--- src/rtl/rpn_stack_evaluator_macros.svh ---
// Assertion macros shared by the RPN stack evaluator RTL.
// Defining ASSERT_OFF turns every assertion into an empty statement.
// No dependencies.
`ifndef RPN_STACK_EVALUATOR_MACROS_SVH
`define RPN_STACK_EVALUATOR_MACROS_SVH

`ifndef ASSERT_OFF
// Same-cycle implication: whenever ante holds, cons holds too.
`define RPN_ASSERT_IMP(lbl, clk, rst_n, ante, cons) \
	lbl: assert property (@(posedge clk) disable iff (!rst_n) (ante) |-> (cons)) \
		else $error("rpn assertion failed");
// Next-cycle implication: whenever ante holds, cons holds in the next cycle.
`define RPN_ASSERT_NEXT(lbl, clk, rst_n, ante, cons) \
	lbl: assert property (@(posedge clk) disable iff (!rst_n) (ante) |=> (cons)) \
		else $error("rpn assertion failed");
`else
`define RPN_ASSERT_IMP(lbl, clk, rst_n, ante, cons)
`define RPN_ASSERT_NEXT(lbl, clk, rst_n, ante, cons)
`endif

`endif

--- src/rtl/rpn_pkg.sv ---
`timescale 1ns / 1ps
// Shared types and constants of the RPN stack evaluator: token and status
// codes, controller-to-datapath command and status structs, saturation helper.
// No dependencies.
package rpn_pkg;

	localparam int DATA_W = 32;

	// Token codes on the mode field.
	localparam logic [2:0] MODE_PUSH = 3'd0;
	localparam logic [2:0] MODE_ADD  = 3'd1;
	localparam logic [2:0] MODE_SUB  = 3'd2;
	localparam logic [2:0] MODE_MUL  = 3'd3;
	localparam logic [2:0] MODE_DIV  = 3'd4;
	localparam logic [2:0] MODE_END  = 3'd5;

	// Result status codes.
	localparam logic [2:0] ST_OK        = 3'd0;
	localparam logic [2:0] ST_UNDERFLOW = 3'd1;
	localparam logic [2:0] ST_NOT_ONE   = 3'd2;
	localparam logic [2:0] ST_OVERFLOW  = 3'd3;
	localparam logic [2:0] ST_DIVZERO   = 3'd4;

	// Operator select, the mode code minus one.
	localparam logic [1:0] OP_ADD = 2'd0;
	localparam logic [1:0] OP_SUB = 2'd1;
	localparam logic [1:0] OP_MUL = 2'd2;
	localparam logic [1:0] OP_DIV = 2'd3;

	// Dividend is the 32-bit magnitude shifted up by 16, one quotient bit per step.
	localparam int DIV_STEPS = 48;
	localparam int DCNT_W    = $clog2(DIV_STEPS);
	localparam int MAG_W     = DIV_STEPS;

	typedef struct packed {
		logic       push;
		logic       set_err;
		logic [2:0] err;
		logic       mul_load;
		logic       div_load;
		logic       div_step;
		logic       wb;
		logic [1:0] op;
		logic       finish;
	} cmd_t;

	typedef struct packed {
		logic full;
		logic lt2;
		logic top_zero;
		logic err_set;
		logic div_last;
		logic out_free;
	} sts_t;

	// Apply a sign to an unsigned magnitude and clamp it to the 32-bit signed range.
	function automatic logic [DATA_W-1:0] sat_mag(input logic [MAG_W-1:0] mag,
			input logic neg);
		logic big;
		big = |mag[MAG_W-1:DATA_W-1];
		if (big) begin
			sat_mag = neg ? {1'b1, {(DATA_W-1){1'b0}}} : {1'b0, {(DATA_W-1){1'b1}}};
		end else if (neg) begin
			sat_mag = {DATA_W{1'b0}} - mag[DATA_W-1:0];
		end else begin
			sat_mag = mag[DATA_W-1:0];
		end
	endfunction

endpackage

--- src/rtl/rpn_ram.sv ---
`timescale 1ns / 1ps
// Generic single-write, single-read RAM with a registered read port.
// No dependencies.
module rpn_ram #(
	parameter int WIDTH = 32,
	parameter int DEPTH = 16
) (
	input  logic                     clk,
	input  logic                     we,
	input  logic [$clog2(DEPTH)-1:0] waddr,
	input  logic [WIDTH-1:0]         wdata,
	input  logic [$clog2(DEPTH)-1:0] raddr,
	output logic [WIDTH-1:0]         rdata
);

	logic [WIDTH-1:0] mem_q [DEPTH];

	always_ff @(posedge clk) begin
		if (we) begin
			mem_q[waddr] <= wdata;
		end
		rdata <= mem_q[raddr];
	end

endmodule

--- src/rtl/rpn_dp.sv ---
`timescale 1ns / 1ps
// Datapath of the RPN stack evaluator: top-of-stack register, stack RAM,
// adder, multiplier, radix-2 divider and output register. Uses rpn_pkg, rpn_ram.
`include "rpn_stack_evaluator_macros.svh"
module rpn_dp
	import rpn_pkg::*;
#(
	parameter int STACK_DEPTH = 16
) (
	input  logic              clk,
	input  logic              arst_n,
	input  cmd_t              cmd,
	output sts_t              sts,
	input  logic [DATA_W-1:0] operand,
	output logic              out_valid,
	input  logic              out_stall,
	output logic [2:0]        status,
	output logic [DATA_W-1:0] value
);

	localparam int AW = $clog2(STACK_DEPTH);
	localparam int CW = $clog2(STACK_DEPTH + 1);

	logic [DATA_W-1:0] top_q;
	logic [CW-1:0]     count_q;
	logic [2:0]        err_q;
	logic              sign_q;
	logic [MAG_W-1:0]  prod_q;
	logic [DATA_W-1:0] rem_q;
	logic [MAG_W-1:0]  quo_q;
	logic [DATA_W-1:0] dvs_q;
	logic [DCNT_W-1:0] dcnt_q;
	logic              out_valid_q;
	logic [2:0]        status_q;
	logic [DATA_W-1:0] value_q;

	logic [DATA_W-1:0]   left;
	logic [DATA_W-1:0]   mag_l;
	logic [DATA_W-1:0]   mag_r;
	logic [2*DATA_W-1:0] product;
	logic [DATA_W:0]     sum;
	logic [DATA_W:0]     diff;
	logic [DATA_W-1:0]   res;
	logic [DATA_W:0]     rem_sh;
	logic                ge;
	logic                ram_we;
	logic [CW-1:0]       count_m1;
	logic [CW-1:0]       count_m2;
	logic [2:0]          end_status;
	logic [DATA_W-1:0]   end_value;

	assign count_m1 = count_q - CW'(1);
	assign count_m2 = count_q - CW'(2);
	assign ram_we   = cmd.push && (count_q != '0);

	// Entries below the top live in the RAM; the top stays in top_q.
	rpn_ram #(
		.WIDTH(DATA_W),
		.DEPTH(STACK_DEPTH)
	) u_ram (
		.clk  (clk),
		.we   (ram_we),
		.waddr(count_m1[AW-1:0]),
		.wdata(top_q),
		.raddr(count_m2[AW-1:0]),
		.rdata(left)
	);

	always_comb begin
		mag_l   = left[DATA_W-1] ? ({DATA_W{1'b0}} - left) : left;
		mag_r   = top_q[DATA_W-1] ? ({DATA_W{1'b0}} - top_q) : top_q;
		product = mag_l * mag_r;
		sum     = {left[DATA_W-1], left} + {top_q[DATA_W-1], top_q};
		diff    = {left[DATA_W-1], left} - {top_q[DATA_W-1], top_q};
		rem_sh  = {rem_q, quo_q[MAG_W-1]};
		ge      = rem_sh >= {1'b0, dvs_q};
	end

	always_comb begin
		case (cmd.op)
			OP_ADD: begin
				if (sum[DATA_W] != sum[DATA_W-1]) begin
					res = sat_mag({MAG_W{1'b1}}, sum[DATA_W]);
				end else begin
					res = sum[DATA_W-1:0];
				end
			end
			OP_SUB: begin
				if (diff[DATA_W] != diff[DATA_W-1]) begin
					res = sat_mag({MAG_W{1'b1}}, diff[DATA_W]);
				end else begin
					res = diff[DATA_W-1:0];
				end
			end
			OP_MUL: res = sat_mag(prod_q, sign_q);
			OP_DIV: res = sat_mag(quo_q, sign_q);
			default: res = top_q;
		endcase
	end

	always_comb begin
		if (err_q != ST_OK) begin
			end_status = err_q;
			end_value  = '0;
		end else if (count_q == CW'(1)) begin
			end_status = ST_OK;
			end_value  = top_q;
		end else begin
			end_status = ST_NOT_ONE;
			end_value  = '0;
		end
	end

	always_ff @(posedge clk or negedge arst_n) begin
		if (!arst_n) begin
			count_q     <= '0;
			err_q       <= ST_OK;
			out_valid_q <= 1'b0;
		end else begin
			if (cmd.push) begin
				count_q <= count_q + CW'(1);
			end else if (cmd.wb) begin
				count_q <= count_m1;
			end else if (cmd.finish) begin
				count_q <= '0;
			end
			if (cmd.set_err) begin
				err_q <= cmd.err;
			end else if (cmd.finish) begin
				err_q <= ST_OK;
			end
			if (cmd.finish) begin
				out_valid_q <= 1'b1;
			end else if (!out_stall) begin
				out_valid_q <= 1'b0;
			end
		end
	end

	always_ff @(posedge clk) begin
		if (cmd.push) begin
			top_q <= operand;
		end else if (cmd.wb) begin
			top_q <= res;
		end
		if (cmd.mul_load || cmd.div_load) begin
			sign_q <= left[DATA_W-1] ^ top_q[DATA_W-1];
		end
		if (cmd.mul_load) begin
			prod_q <= product[2*DATA_W-1:16];
		end
		if (cmd.div_load) begin
			rem_q  <= '0;
			quo_q  <= {mag_l, 16'd0};
			dvs_q  <= mag_r;
			dcnt_q <= '0;
		end else if (cmd.div_step) begin
			rem_q  <= ge ? DATA_W'(rem_sh - {1'b0, dvs_q}) : rem_sh[DATA_W-1:0];
			quo_q  <= {quo_q[MAG_W-2:0], ge};
			dcnt_q <= dcnt_q + DCNT_W'(1);
		end
		if (cmd.finish) begin
			status_q <= end_status;
			value_q  <= end_value;
		end
	end

	assign sts.full     = count_q == CW'(STACK_DEPTH);
	assign sts.lt2      = count_q < CW'(2);
	assign sts.top_zero = top_q == '0;
	assign sts.err_set  = err_q != ST_OK;
	assign sts.div_last = dcnt_q == DCNT_W'(DIV_STEPS - 1);
	assign sts.out_free = !out_valid_q || !out_stall;

	assign out_valid = out_valid_q;
	assign status    = status_q;
	assign value     = value_q;

	`RPN_ASSERT_IMP(a_count_range, clk, arst_n, 1'b1, count_q <= CW'(STACK_DEPTH))
	`RPN_ASSERT_IMP(a_wb_two_entries, clk, arst_n, cmd.wb, count_q >= CW'(2))
	`RPN_ASSERT_IMP(a_div_nonzero, clk, arst_n, cmd.div_step, dvs_q != '0)
	`RPN_ASSERT_NEXT(a_end_clears, clk, arst_n, cmd.finish, (count_q == '0) && (err_q == ST_OK))
	`RPN_ASSERT_NEXT(a_end_valid, clk, arst_n, cmd.finish, out_valid_q)

endmodule

--- src/rtl/rpn_ctrl.sv ---
`timescale 1ns / 1ps
// Controller of the RPN stack evaluator: decodes tokens and sequences the
// datapath through read, multiply, divide and end steps. Uses rpn_pkg.
`include "rpn_stack_evaluator_macros.svh"
module rpn_ctrl
	import rpn_pkg::*;
(
	input  logic       clk,
	input  logic       arst_n,
	input  logic       in_valid,
	output logic       in_stall,
	input  logic [2:0] mode,
	input  sts_t       sts,
	output cmd_t       cmd
);

	localparam logic [2:0] S_IDLE  = 3'd0;
	localparam logic [2:0] S_READ  = 3'd1;
	localparam logic [2:0] S_MUL   = 3'd2;
	localparam logic [2:0] S_DIV   = 3'd3;
	localparam logic [2:0] S_DIVWB = 3'd4;
	localparam logic [2:0] S_END   = 3'd5;

	logic [2:0] state_q;
	logic [2:0] state_d;
	logic [1:0] op_q;
	logic       accept;

	assign in_stall = state_q != S_IDLE;
	assign accept   = in_valid && (state_q == S_IDLE);

	always_comb begin
		cmd     = '0;
		cmd.op  = op_q;
		state_d = state_q;
		case (state_q)
			S_IDLE: begin
				if (in_valid) begin
					case (mode)
						MODE_END: state_d = S_END;
						MODE_PUSH: begin
							if (!sts.err_set) begin
								if (sts.full) begin
									cmd.set_err = 1'b1;
									cmd.err     = ST_OVERFLOW;
								end else begin
									cmd.push = 1'b1;
								end
							end
						end
						MODE_ADD, MODE_SUB, MODE_MUL, MODE_DIV: begin
							if (!sts.err_set) begin
								if (sts.lt2) begin
									cmd.set_err = 1'b1;
									cmd.err     = ST_UNDERFLOW;
								end else if (mode == MODE_DIV && sts.top_zero) begin
									cmd.set_err = 1'b1;
									cmd.err     = ST_DIVZERO;
								end else begin
									state_d = S_READ;
								end
							end
						end
						default: state_d = S_IDLE;
					endcase
				end
			end
			S_READ: begin
				case (op_q)
					OP_MUL: begin
						cmd.mul_load = 1'b1;
						state_d      = S_MUL;
					end
					OP_DIV: begin
						cmd.div_load = 1'b1;
						state_d      = S_DIV;
					end
					default: begin
						cmd.wb  = 1'b1;
						state_d = S_IDLE;
					end
				endcase
			end
			S_MUL: begin
				cmd.wb  = 1'b1;
				state_d = S_IDLE;
			end
			S_DIV: begin
				cmd.div_step = 1'b1;
				if (sts.div_last) begin
					state_d = S_DIVWB;
				end
			end
			S_DIVWB: begin
				cmd.wb  = 1'b1;
				state_d = S_IDLE;
			end
			S_END: begin
				if (sts.out_free) begin
					cmd.finish = 1'b1;
					state_d    = S_IDLE;
				end
			end
			default: state_d = S_IDLE;
		endcase
	end

	always_ff @(posedge clk or negedge arst_n) begin
		if (!arst_n) begin
			state_q <= S_IDLE;
			op_q    <= OP_ADD;
		end else begin
			state_q <= state_d;
			if (accept) begin
				op_q <= 2'(mode - MODE_ADD);
			end
		end
	end

	`RPN_ASSERT_IMP(a_finish_free, clk, arst_n, cmd.finish, sts.out_free)
	`RPN_ASSERT_IMP(a_push_room, clk, arst_n, cmd.push, !sts.full && !sts.err_set)
	`RPN_ASSERT_NEXT(a_div_to_wb, clk, arst_n, (state_q == S_DIV) && sts.div_last, state_q == S_DIVWB)

endmodule

--- src/rtl/rpn_stack_evaluator.sv ---
`timescale 1ns / 1ps
// Top level of the RPN stack evaluator: controller plus datapath.
// Uses rpn_pkg, rpn_ctrl, rpn_dp (which holds rpn_ram).
//
//   channel  handshake            payload
//   input    in_valid / in_stall   mode[2:0], operand[31:0] (signed Q16.16)
//   output   out_valid / out_stall status[2:0], value[31:0] (signed Q16.16)
//
// Token steps: push, ignored tokens and error-raising tokens finish in idle;
// add and subtract go through a read step; multiply through read and multiply;
// divide through read, the radix-2 divider that retires one of 48 quotient bits
// per cycle, and write-back; end waits in its end step while the output is stalled.
// Reset clears the stack count, the latched error and the output valid flag;
// the stack RAM is not cleared, as only entries below the count are ever read.
// A finished result sits in its own output register, so tokens keep flowing
// while it waits; only a second end token waits for the first result to leave.
module rpn_stack_evaluator
	import rpn_pkg::*;
#(
	parameter int STACK_DEPTH = 16
) (
	input  logic              clk,
	input  logic              arst_n,
	input  logic              in_valid,
	output logic              in_stall,
	input  logic [2:0]        mode,
	input  logic [DATA_W-1:0] operand,
	output logic              out_valid,
	input  logic              out_stall,
	output logic [2:0]        status,
	output logic [DATA_W-1:0] value
);

	// Commands flow from the controller to the datapath, flags flow back.
	cmd_t cmd;
	sts_t sts;

	// The controller decodes each token against the stack flags and steps the
	// datapath through multi-cycle operators; it holds in_stall while busy.
	rpn_ctrl u_ctrl (
		.clk     (clk),
		.arst_n  (arst_n),
		.in_valid(in_valid),
		.in_stall(in_stall),
		.mode    (mode),
		.sts     (sts),
		.cmd     (cmd)
	);

	// The datapath keeps the top of stack in a register and the deeper entries
	// in a RAM, so an operator needs just one RAM read for its left operand.
	rpn_dp #(
		.STACK_DEPTH(STACK_DEPTH)
	) u_dp (
		.clk      (clk),
		.arst_n   (arst_n),
		.cmd      (cmd),
		.sts      (sts),
		.operand  (operand),
		.out_valid(out_valid),
		.out_stall(out_stall),
		.status   (status),
		.value    (value)
	);

endmodule

--- config.mk ---
export PLATFORM = sky130hd
export DESIGN_NAME = rpn_stack_evaluator
export DESIGN_NICKNAME = d
export VERILOG_FILES = /design/src/rtl/rpn_pkg.sv /design/src/rtl/rpn_ram.sv /design/src/rtl/rpn_dp.sv /design/src/rtl/rpn_ctrl.sv /design/src/rtl/rpn_stack_evaluator.sv
export VERILOG_INCLUDE_DIRS = /design/src /design/src/rtl
export SDC_FILE = /design/constraint.sdc
export NUM_CORES = 2
export LEC_CHECK = 0
export BUFFER_PORTS_ARGS = -buffer_cell sky130_fd_sc_hd__buf_2
export CAP_MARGIN = 15
export CORE_ASPECT_RATIO = 1.75
export CORE_UTILIZATION = 59
export DETAILED_ROUTE_END_ITERATION = 6
export PLACE_DENSITY = 0.88
export REMOVE_ABC_BUFFERS = 1
export SLEW_MARGIN = 20
export SYNTH_ARGS = -nofsm -noshare
export SYNTH_HDL_FRONTEND = slang
export SYNTH_SLANG_ARGS = --single-unit
--- constraint.sdc ---
create_clock -name clk -period 10.1 [get_ports clk]
set_clock_uncertainty 0.1 [all_clocks]
set_input_delay 0.505 -clock clk [delete_from_list [all_inputs] [get_ports clk]]
set_output_delay 0.505 -clock clk [all_outputs]
set_load 0.01 [all_outputs]
Yosys cells after proc, flatten, opt, wreduce, memory -nomap -nowiden
Memories as Yosys holds them, arrays and structs flattened. A register that Yosys moved wholly into a read port is not among the register bits.
Index checks and enable logic that the tools add are counted.
{"block": "word_totals", "regBits": 248, "ram_bits": 512, "word_cells": 139, "memories": 1}
{"name": "u_dp.u_ram.mem_q", "words": 16, "word_bits": 32, "rd": 1, "rd_ports_with_merged_regs": 1, "write_ports": 1, "line": "rpn_ram.sv:16", "source": "logic [WIDTH-1:0] mem_q [DEPTH];"}
{"block": "op_classes", "n_addsub": 12, "multipliers": 1, "magnitude_cmp": 2, "n_eq_ne": 26, "mux": 55, "n_bitwise": 2, "reduce_logical": 25}
{"operator": "2-to-1 mux 32 bit", "n": 14}
{"operator": "one-hot mux 32 bit (4 select lines)", "n": 1}
{"operator": "subtractor 1 x 32 -> 32 bit (first input constant)", "n": 4}
{"operator": "2-to-1 mux 48 bit", "n": 2}
{"operator": "multiplier 32 x 32 -> 64 bit", "n": 1}
{"operator": "OR reduction 17 bit", "n": 2}
{"operator": "adder 32 x 32 -> 33 bit", "n": 1}
{"operator": ">= comparator 33 x 32 -> 1 bit", "n": 1}
{"operator": "subtractor 32 x 32 -> 33 bit", "n": 1}
{"operator": "zero test 32 bit", "n": 1}
{"operator": "subtractor 32 bit", "n": 1}
{"operator": "2-to-1 mux 5 bit", "n": 6}
{"operator": "2-to-1 mux 3 bit", "n": 9}
{"operator": "2-to-1 mux 4 bit", "n": 4}
{"operator": "== test 3 x 2 -> 1 bit (second input constant)", "n": 4}
{"operator": "== test 3 bit (second input constant)", "n": 4}
{"operator": "2-to-1 mux 1 bit", "n": 12}
{"operator": "one-hot mux 3 bit (4 select lines)", "n": 1}
{"operator": "!= test 3 bit (second input constant)", "n": 3}
{"operator": "one-hot mux 3 bit (3 select lines)", "n": 1}
{"operator": "nonzero test 3 bit", "n": 3}
{"operator": "!= test 2 bit (second input constant)", "n": 4}
{"operator": "one-hot mux 4 bit (2 select lines)", "n": 1}
{"operator": "AND reduction 7 bit", "n": 1}
{"operator": "28 further kinds", "n": 41}

Longest topological paths before layout
{"block": "logic_depth", "word_depth": 11, "ltp_mapped": 37}

Cells and area by module
From an unflattened synthesis, not the netlist that was laid out.
{"block": "unflattened", "hier_cells": 6706, "hier_area_um2": 70462.6}
{"module": "rpn_dp", "n_inst": 1, "cells_per_inst": 5807, "area_each_um2": 50083.0, "seq_area_each_um2": 6711.4}
{"module": "rpn_ram", "n_inst": 1, "cells_per_inst": 838, "area_each_um2": 19835.3, "seq_area_each_um2": 16015.4}
{"module": "rpn_ctrl", "n_inst": 1, "cells_per_inst": 61, "area_each_um2": 544.3, "seq_area_each_um2": 125.1}

Worst setup path after synthesis
OpenSTA, ideal clock, no wires.
{"block": "synth_timing", "path_kind": "flip-flop to flip-flop", "from": "reg u_dp.u_ram.rdata[0] (read register of u_dp.u_ram.mem_q)", "to": "reg u_dp.prod_q[44] (data pin)", "arrival_time_ns": 9.806, "required_time_ns": 9.742, "slack_ns": -0.064, "stages_incl_launch_ff": 38, "n_path_buf": 3, "cell_sequence": "dfxtp_1 > clkbuf_1 > inv_1 > clkbuf_1 > ha_1 > nand3_1 > or3_1 > or3_1 > or3_1 > o21ai_1 > nand2_1 > xor2_1 > clkbuf_1 > nand2_1 > fa_1 > inv_1 > fa_1 > fa_1 > (+2 left out) > inv_1 > fa_1 > fa_1 > fa_1 > inv_1 > fa_1 > inv_1 > ha_1 > a21oi_1 > o21bai_1 > a21oi_1 > o221ai_1 > or3_1 > o21ai_0 > a21oi_1 > a41o_1 > a21oi_1 > xnor2_1"}
{"block": "synth_via", "elab_chain_len": 3}
{"item": "from (decl)", "line": "rpn_ram.sv:13", "source": "output logic [WIDTH-1:0] rdata"}
{"item": "subtractor 1 x 32 -> 32 bit", "line": "rpn_dp.sv:70", "source": "mag_l = left[DATA_W-1] ? ({DATA_W{1'b0}} - left) : left;"}
{"item": "2-to-1 mux 32 bit *", "line": "rpn_dp.sv:70"}
{"item": "multiplier 32 x 32 -> 64 bit *", "line": "rpn_dp.sv:72", "source": "product = mag_l * mag_r;"}
{"item": "via u_dp.product[60]", "line": "rpn_dp.sv:40", "source": "logic [2*DATA_W-1:0] product;"}
{"item": "to (signal assigned)", "line": "rpn_dp.sv:150", "source": "prod_q <= product[2*DATA_W-1:16];"}
{"item": "to (decl)", "line": "rpn_dp.sv:28", "source": "logic [MAG_W-1:0] prod_q;"}
Mark *: on every way through the listed nets, which the timed path passes. The rest lies on a longest branch.
A chain may end at the register's enable or synchronous reset.

Final worst setup path
{"block": "layout_timing", "from": "reg u_dp.u_ram.rdata[8] (read register of u_dp.u_ram.mem_q)", "to": "reg u_dp.prod_q[44] (data pin)"}
The elaborated chain is that of the path after synthesis.

==> impl_metrics.csv <==
group,metric,value,unit
outcome,failed_checks,"DRC",
drt,first_pass_iters,7,
global_routing,antenna_found_initial,15,
floorplanning,top_level_ports,76,
drt,final_antenna_net_count,0,
cts,insertion_delay,770,ps
cells_and_area,nFillCells,8587,
cells_and_area,drive_above_1_share,0.144,
cts,cts_root_buffer,"clkbuf_16",
cts,cts_buffers,77,
worst_setup_path,crit_fanout,4,
sta,fin_crit_sh,0.993,
drt,wl_per_cell,30.9,um
floorplanning,std_cell_rows,167,
logic_synthesis,synth_adder_area_share,0.323,
worst_setup_path,end_kind,"flop",
floorplanning,die_w,263,um
sta,timing.fmax,99.7,MHz
logic_synthesis,synthFlopType,"edfxtp_1",
cts,clkTransAtPathRegs,70,ps
sta,rsz0062_at_grt,"yes",
cts,clk_path_buf_depth,3,
worst_setup_path,cp_common_cell,"fa_1",
worst_setup_path,max_stage_delay,610,ps
hold_path,hold_depth,3,
outcome,outcome,"finished, violations left",
logic_synthesis,synth-xor-area-share,0.0275,
global_routing,grt_pass1_vias,58600,
placed_design,io_buffers,75,
logic_synthesis,synthSimpleGateAreaFrac,0.116,
sta,setup-violations-final,0,
logic_synthesis,netlist_instances,6610,
cells_and_area,utilization,0.667,
placed_design,dp_slack,-466,ps
cts,tritoncts,"yes",
global_routing,grt_pass1_wl,380,mm
logic_synthesis,synth_edf_count,692,
logic_synthesis,synthMuxAreaShare,0.0576,
logic_synthesis,synth_compound_area_frac,0.0771,
hold_path,hp-class,"primary input to flop",
cells_and_area,nets,8197,
cts,htree_levels,3,
placed_design,gp_congestion,1.11,
cts,clock_sinks,792,
logic_synthesis,yosysTopAreaCellShare,0.296,
cells_and_area,syn_to_final_growth,12.3,%
drt,drtIter0Drc,6811,
logic_synthesis,synth_top_family_by_area,"adder cells",
floorplanning,fp.coreArea,118000,um2
global_routing,grtUsageTotal,0.443,
sta,report.final.slew_viol_count,0,
worst_setup_path,critPathKind,"flop to flop",
logic_synthesis,seq_area_frac_synth,0.326,
worst_setup_path,critical_path_required,10430,ps
logic_synthesis,synth_area_per_cell,10.6,um2
sta,fin_crit,10030,ps
logic_synthesis,synth_area_leaders,"edfxtp_1 (30%), fa_1 (26%), ha_1 (6.7%), inv_1 (5.5%), mux4_2 (5.1%)",
floorplanning,dieArea,120000,um2
sta,setup_ws,67.9,ps
logic_synthesis,async_flop_share,0.0177,
placed_design,dp_hpwl,192,mm
floorplanning,die_y,458,um
global_routing,grt-ovfl-total,0,
flow_run,maxCapViolCount,0,
sta,final_hold_viol_count,0,
worst_setup_path,arrival,10360,ps
worst_setup_path,worstSetupStartpointType,"flop",
drt,viasPerCell,6.60,
cells_and_area,instances_no_fill,8477,
placed_design,dp_cells,8292,
logic_synthesis,ys_types,84,
sta,holdWs,76.4,ps
logic_synthesis,yosysTopAreaCell,"edfxtp_1",
sta,slew_headroom,0.162,
global_routing,grt_max_degree,73,
sta,worstMarginPinSlew,1250,ps
worst_setup_path,reg2reg_depth,34,
worst_setup_path,cp_slowest_cell,"fa_2",
logic_synthesis,syn_area,70100,um2
floorplanning,start_util,0.594,
drt,drc,1,
drt,vias,55900,
logic_synthesis,ys.warnings.count,0,
logic_synthesis,ys_seq_elements,792,
drt,totalWireLength,262,mm
[worst max-delay path, delay by kind of cell, from the launching register on]
family / cells / cell delay [ps]
compound gates: 7 / 1230
xor+xnor: 2 / 360
fa+ha+maj: 9 / 4260
buf+inv: 7 / 710
flops: 1 / 320
simple gates: 9 / 2810
[stage by stage]
step	setup TNS [ps]	cell area, um2
after CTS	-112	77900
after global routing	-652	78700
after floorplan	-338	68900
after global placement	-2290	75100
final	0	78700
after detailed placement	-4400	75100
[sequential cells by signal (all words and copies together), names as in the netlist]
register          flops
u_dp.sign_q           1
u_dp.out_valid        1
u_dp.err_q            3
u_dp.top_q           32
u_ctrl.state_q        3
u_dp.u_ram.mem_q    512
u_ctrl.op_q           2
u_dp.quo_q           48
u_dp.rem_q           32
u_dp.value           32
u_dp.count_q          5
u_dp.dvs_q           32
u_dp.dcnt_q           6
u_dp.prod_q          48
u_dp.status           3
u_dp.u_ram.rdata     32
[routing by layer]
layer	track usage	vias to the layer above	wire, um
met1	0.446	27500	75700
met2	0.726	4351	125000
met3	0.120	1714	27700
met5	0.00121	-	69
li1	-	22400	-
met4	0.452	8	33700
[layout by cell type (no fill, tap or decap), types with 18 or more instances in the layout]
cell type / count
nand3_1: 47
mux4_2: 160
o21bai_1: 25
buf_2: 75
and3_1: 52
nand2b_1: 28
nor2_1: 745
o31ai_1: 34
ha_1: 364
a31oi_1: 23
buf_4: 405
fa_1: 888
nor4_1: 27
a21oi_1: 232
a211oi_1: 44
edfxtp_1: 692
nor3_1: 79
o21ai_0: 215
o22ai_1: 38
or3_1: 32
buf_12: 20
nand4_1: 31
inv_1: 1015
o21a_1: 20
xnor2_2: 31
a21o_1: 64
clkinv_1: 18
xnor2_1: 111
and2_1: 22
nand2_1: 705
clkbuf_16: 79
xor2_1: 47
mux2i_1: 36
dfxtp_1: 84
nor2b_1: 26
[synthesized netlist by cell type, types with 14 or more instances]
cell type	n
o21bai_1	25
nor2_1	764
nand3_1	50
a221oi_1	18
nor4_1	28
o21a_1	20
fa_1	898
clkinv_1	16
nand4_1	31
mux4_2	160
and3_1	53
a21oi_1	242
o22ai_1	38
a211oi_1	44
dfrtp_1	14
xor2_1	65
dfxtp_1	86
edfxtp_1	692
and2_1	23
xnor2_1	155
ha_1	374
a31oi_1	23
nor2b_1	26
nor3_1	86
nand2_1	709
o21ai_0	225
o211ai_1	15
nand2b_1	29
buf_1	25
a21o_1	64
mux2i_1	38
clkbuf_1	290
o31ai_1	38
inv_1	1024
or3_1	37
[what timing repair did]
item / 4_1_cts / 5_1_grt
resized for setup: 19 / 104
setup buffers: 3 / 31
cloned: 0 / 0
endpoints found under the hold margin: 17 / 0
endpoints found under the setup margin: 19 / 34
pin swaps: 2 / 49
hold buffers: 4 / 0
[kinds of logic after synthesis]
kind of cell               after synthesis
adders and majority gates             1272
xor gates and xnor gates               220
buffers and inverters                 1360
DFF                                    792
and+or+nand+nor                       1900
muxes                                  203
AOI/OAI and AO/OA                      863
[layout make-up]
| class | count | area [um2] | area share |
|---|---|---|---|
| Multi-Input combinational cell | 4458 | 43400 | 0.551 |
| Clock inverter | 44 | 543 | 0.00690 |
| Tap cell | 1521 | 1900 | 0.0242 |
| Sequential cell | 792 | 22900 | 0.290 |
| Antenna cell | 5 | 12.5 | 0.000159 |
| Inverter | 1040 | 3920 | 0.0498 |
| Timing Repair Buffer | 517 | 4010 | 0.0509 |
| Clock buffer | 100 | 2120 | 0.0269 |
[final timing paths]
check | startpoint | endpoint | slack [ps]
worst min register to register | u_dp.rem_q[1]$_SDFFE_PP0P_ | u_dp.rem_q[1]$_SDFFE_PP0P_ | 390
worst max-delay path | u_dp.u_ram.rdata[8]$_DFF_P_ | u_dp.prod_q[44]$_DFFE_PP_ | 70
max in group asynchronous | arst_n | u_dp.count_q[0]$_DFFE_PN0P_ | 9460
min in group asynchronous | arst_n | u_dp.out_valid$_DFFE_PN0P_ | 140
worst max register to register | u_dp.u_ram.rdata[8]$_DFF_P_ | u_dp.prod_q[44]$_DFFE_PP_ | 70
worst min-delay path | operand[20] | u_dp.top_q[20]$_DFFE_PP_ | 80
Power is left out: the tool's default activity adds up to more than one toggle a clock period on the data nets, which glitch-free logic cannot reach.
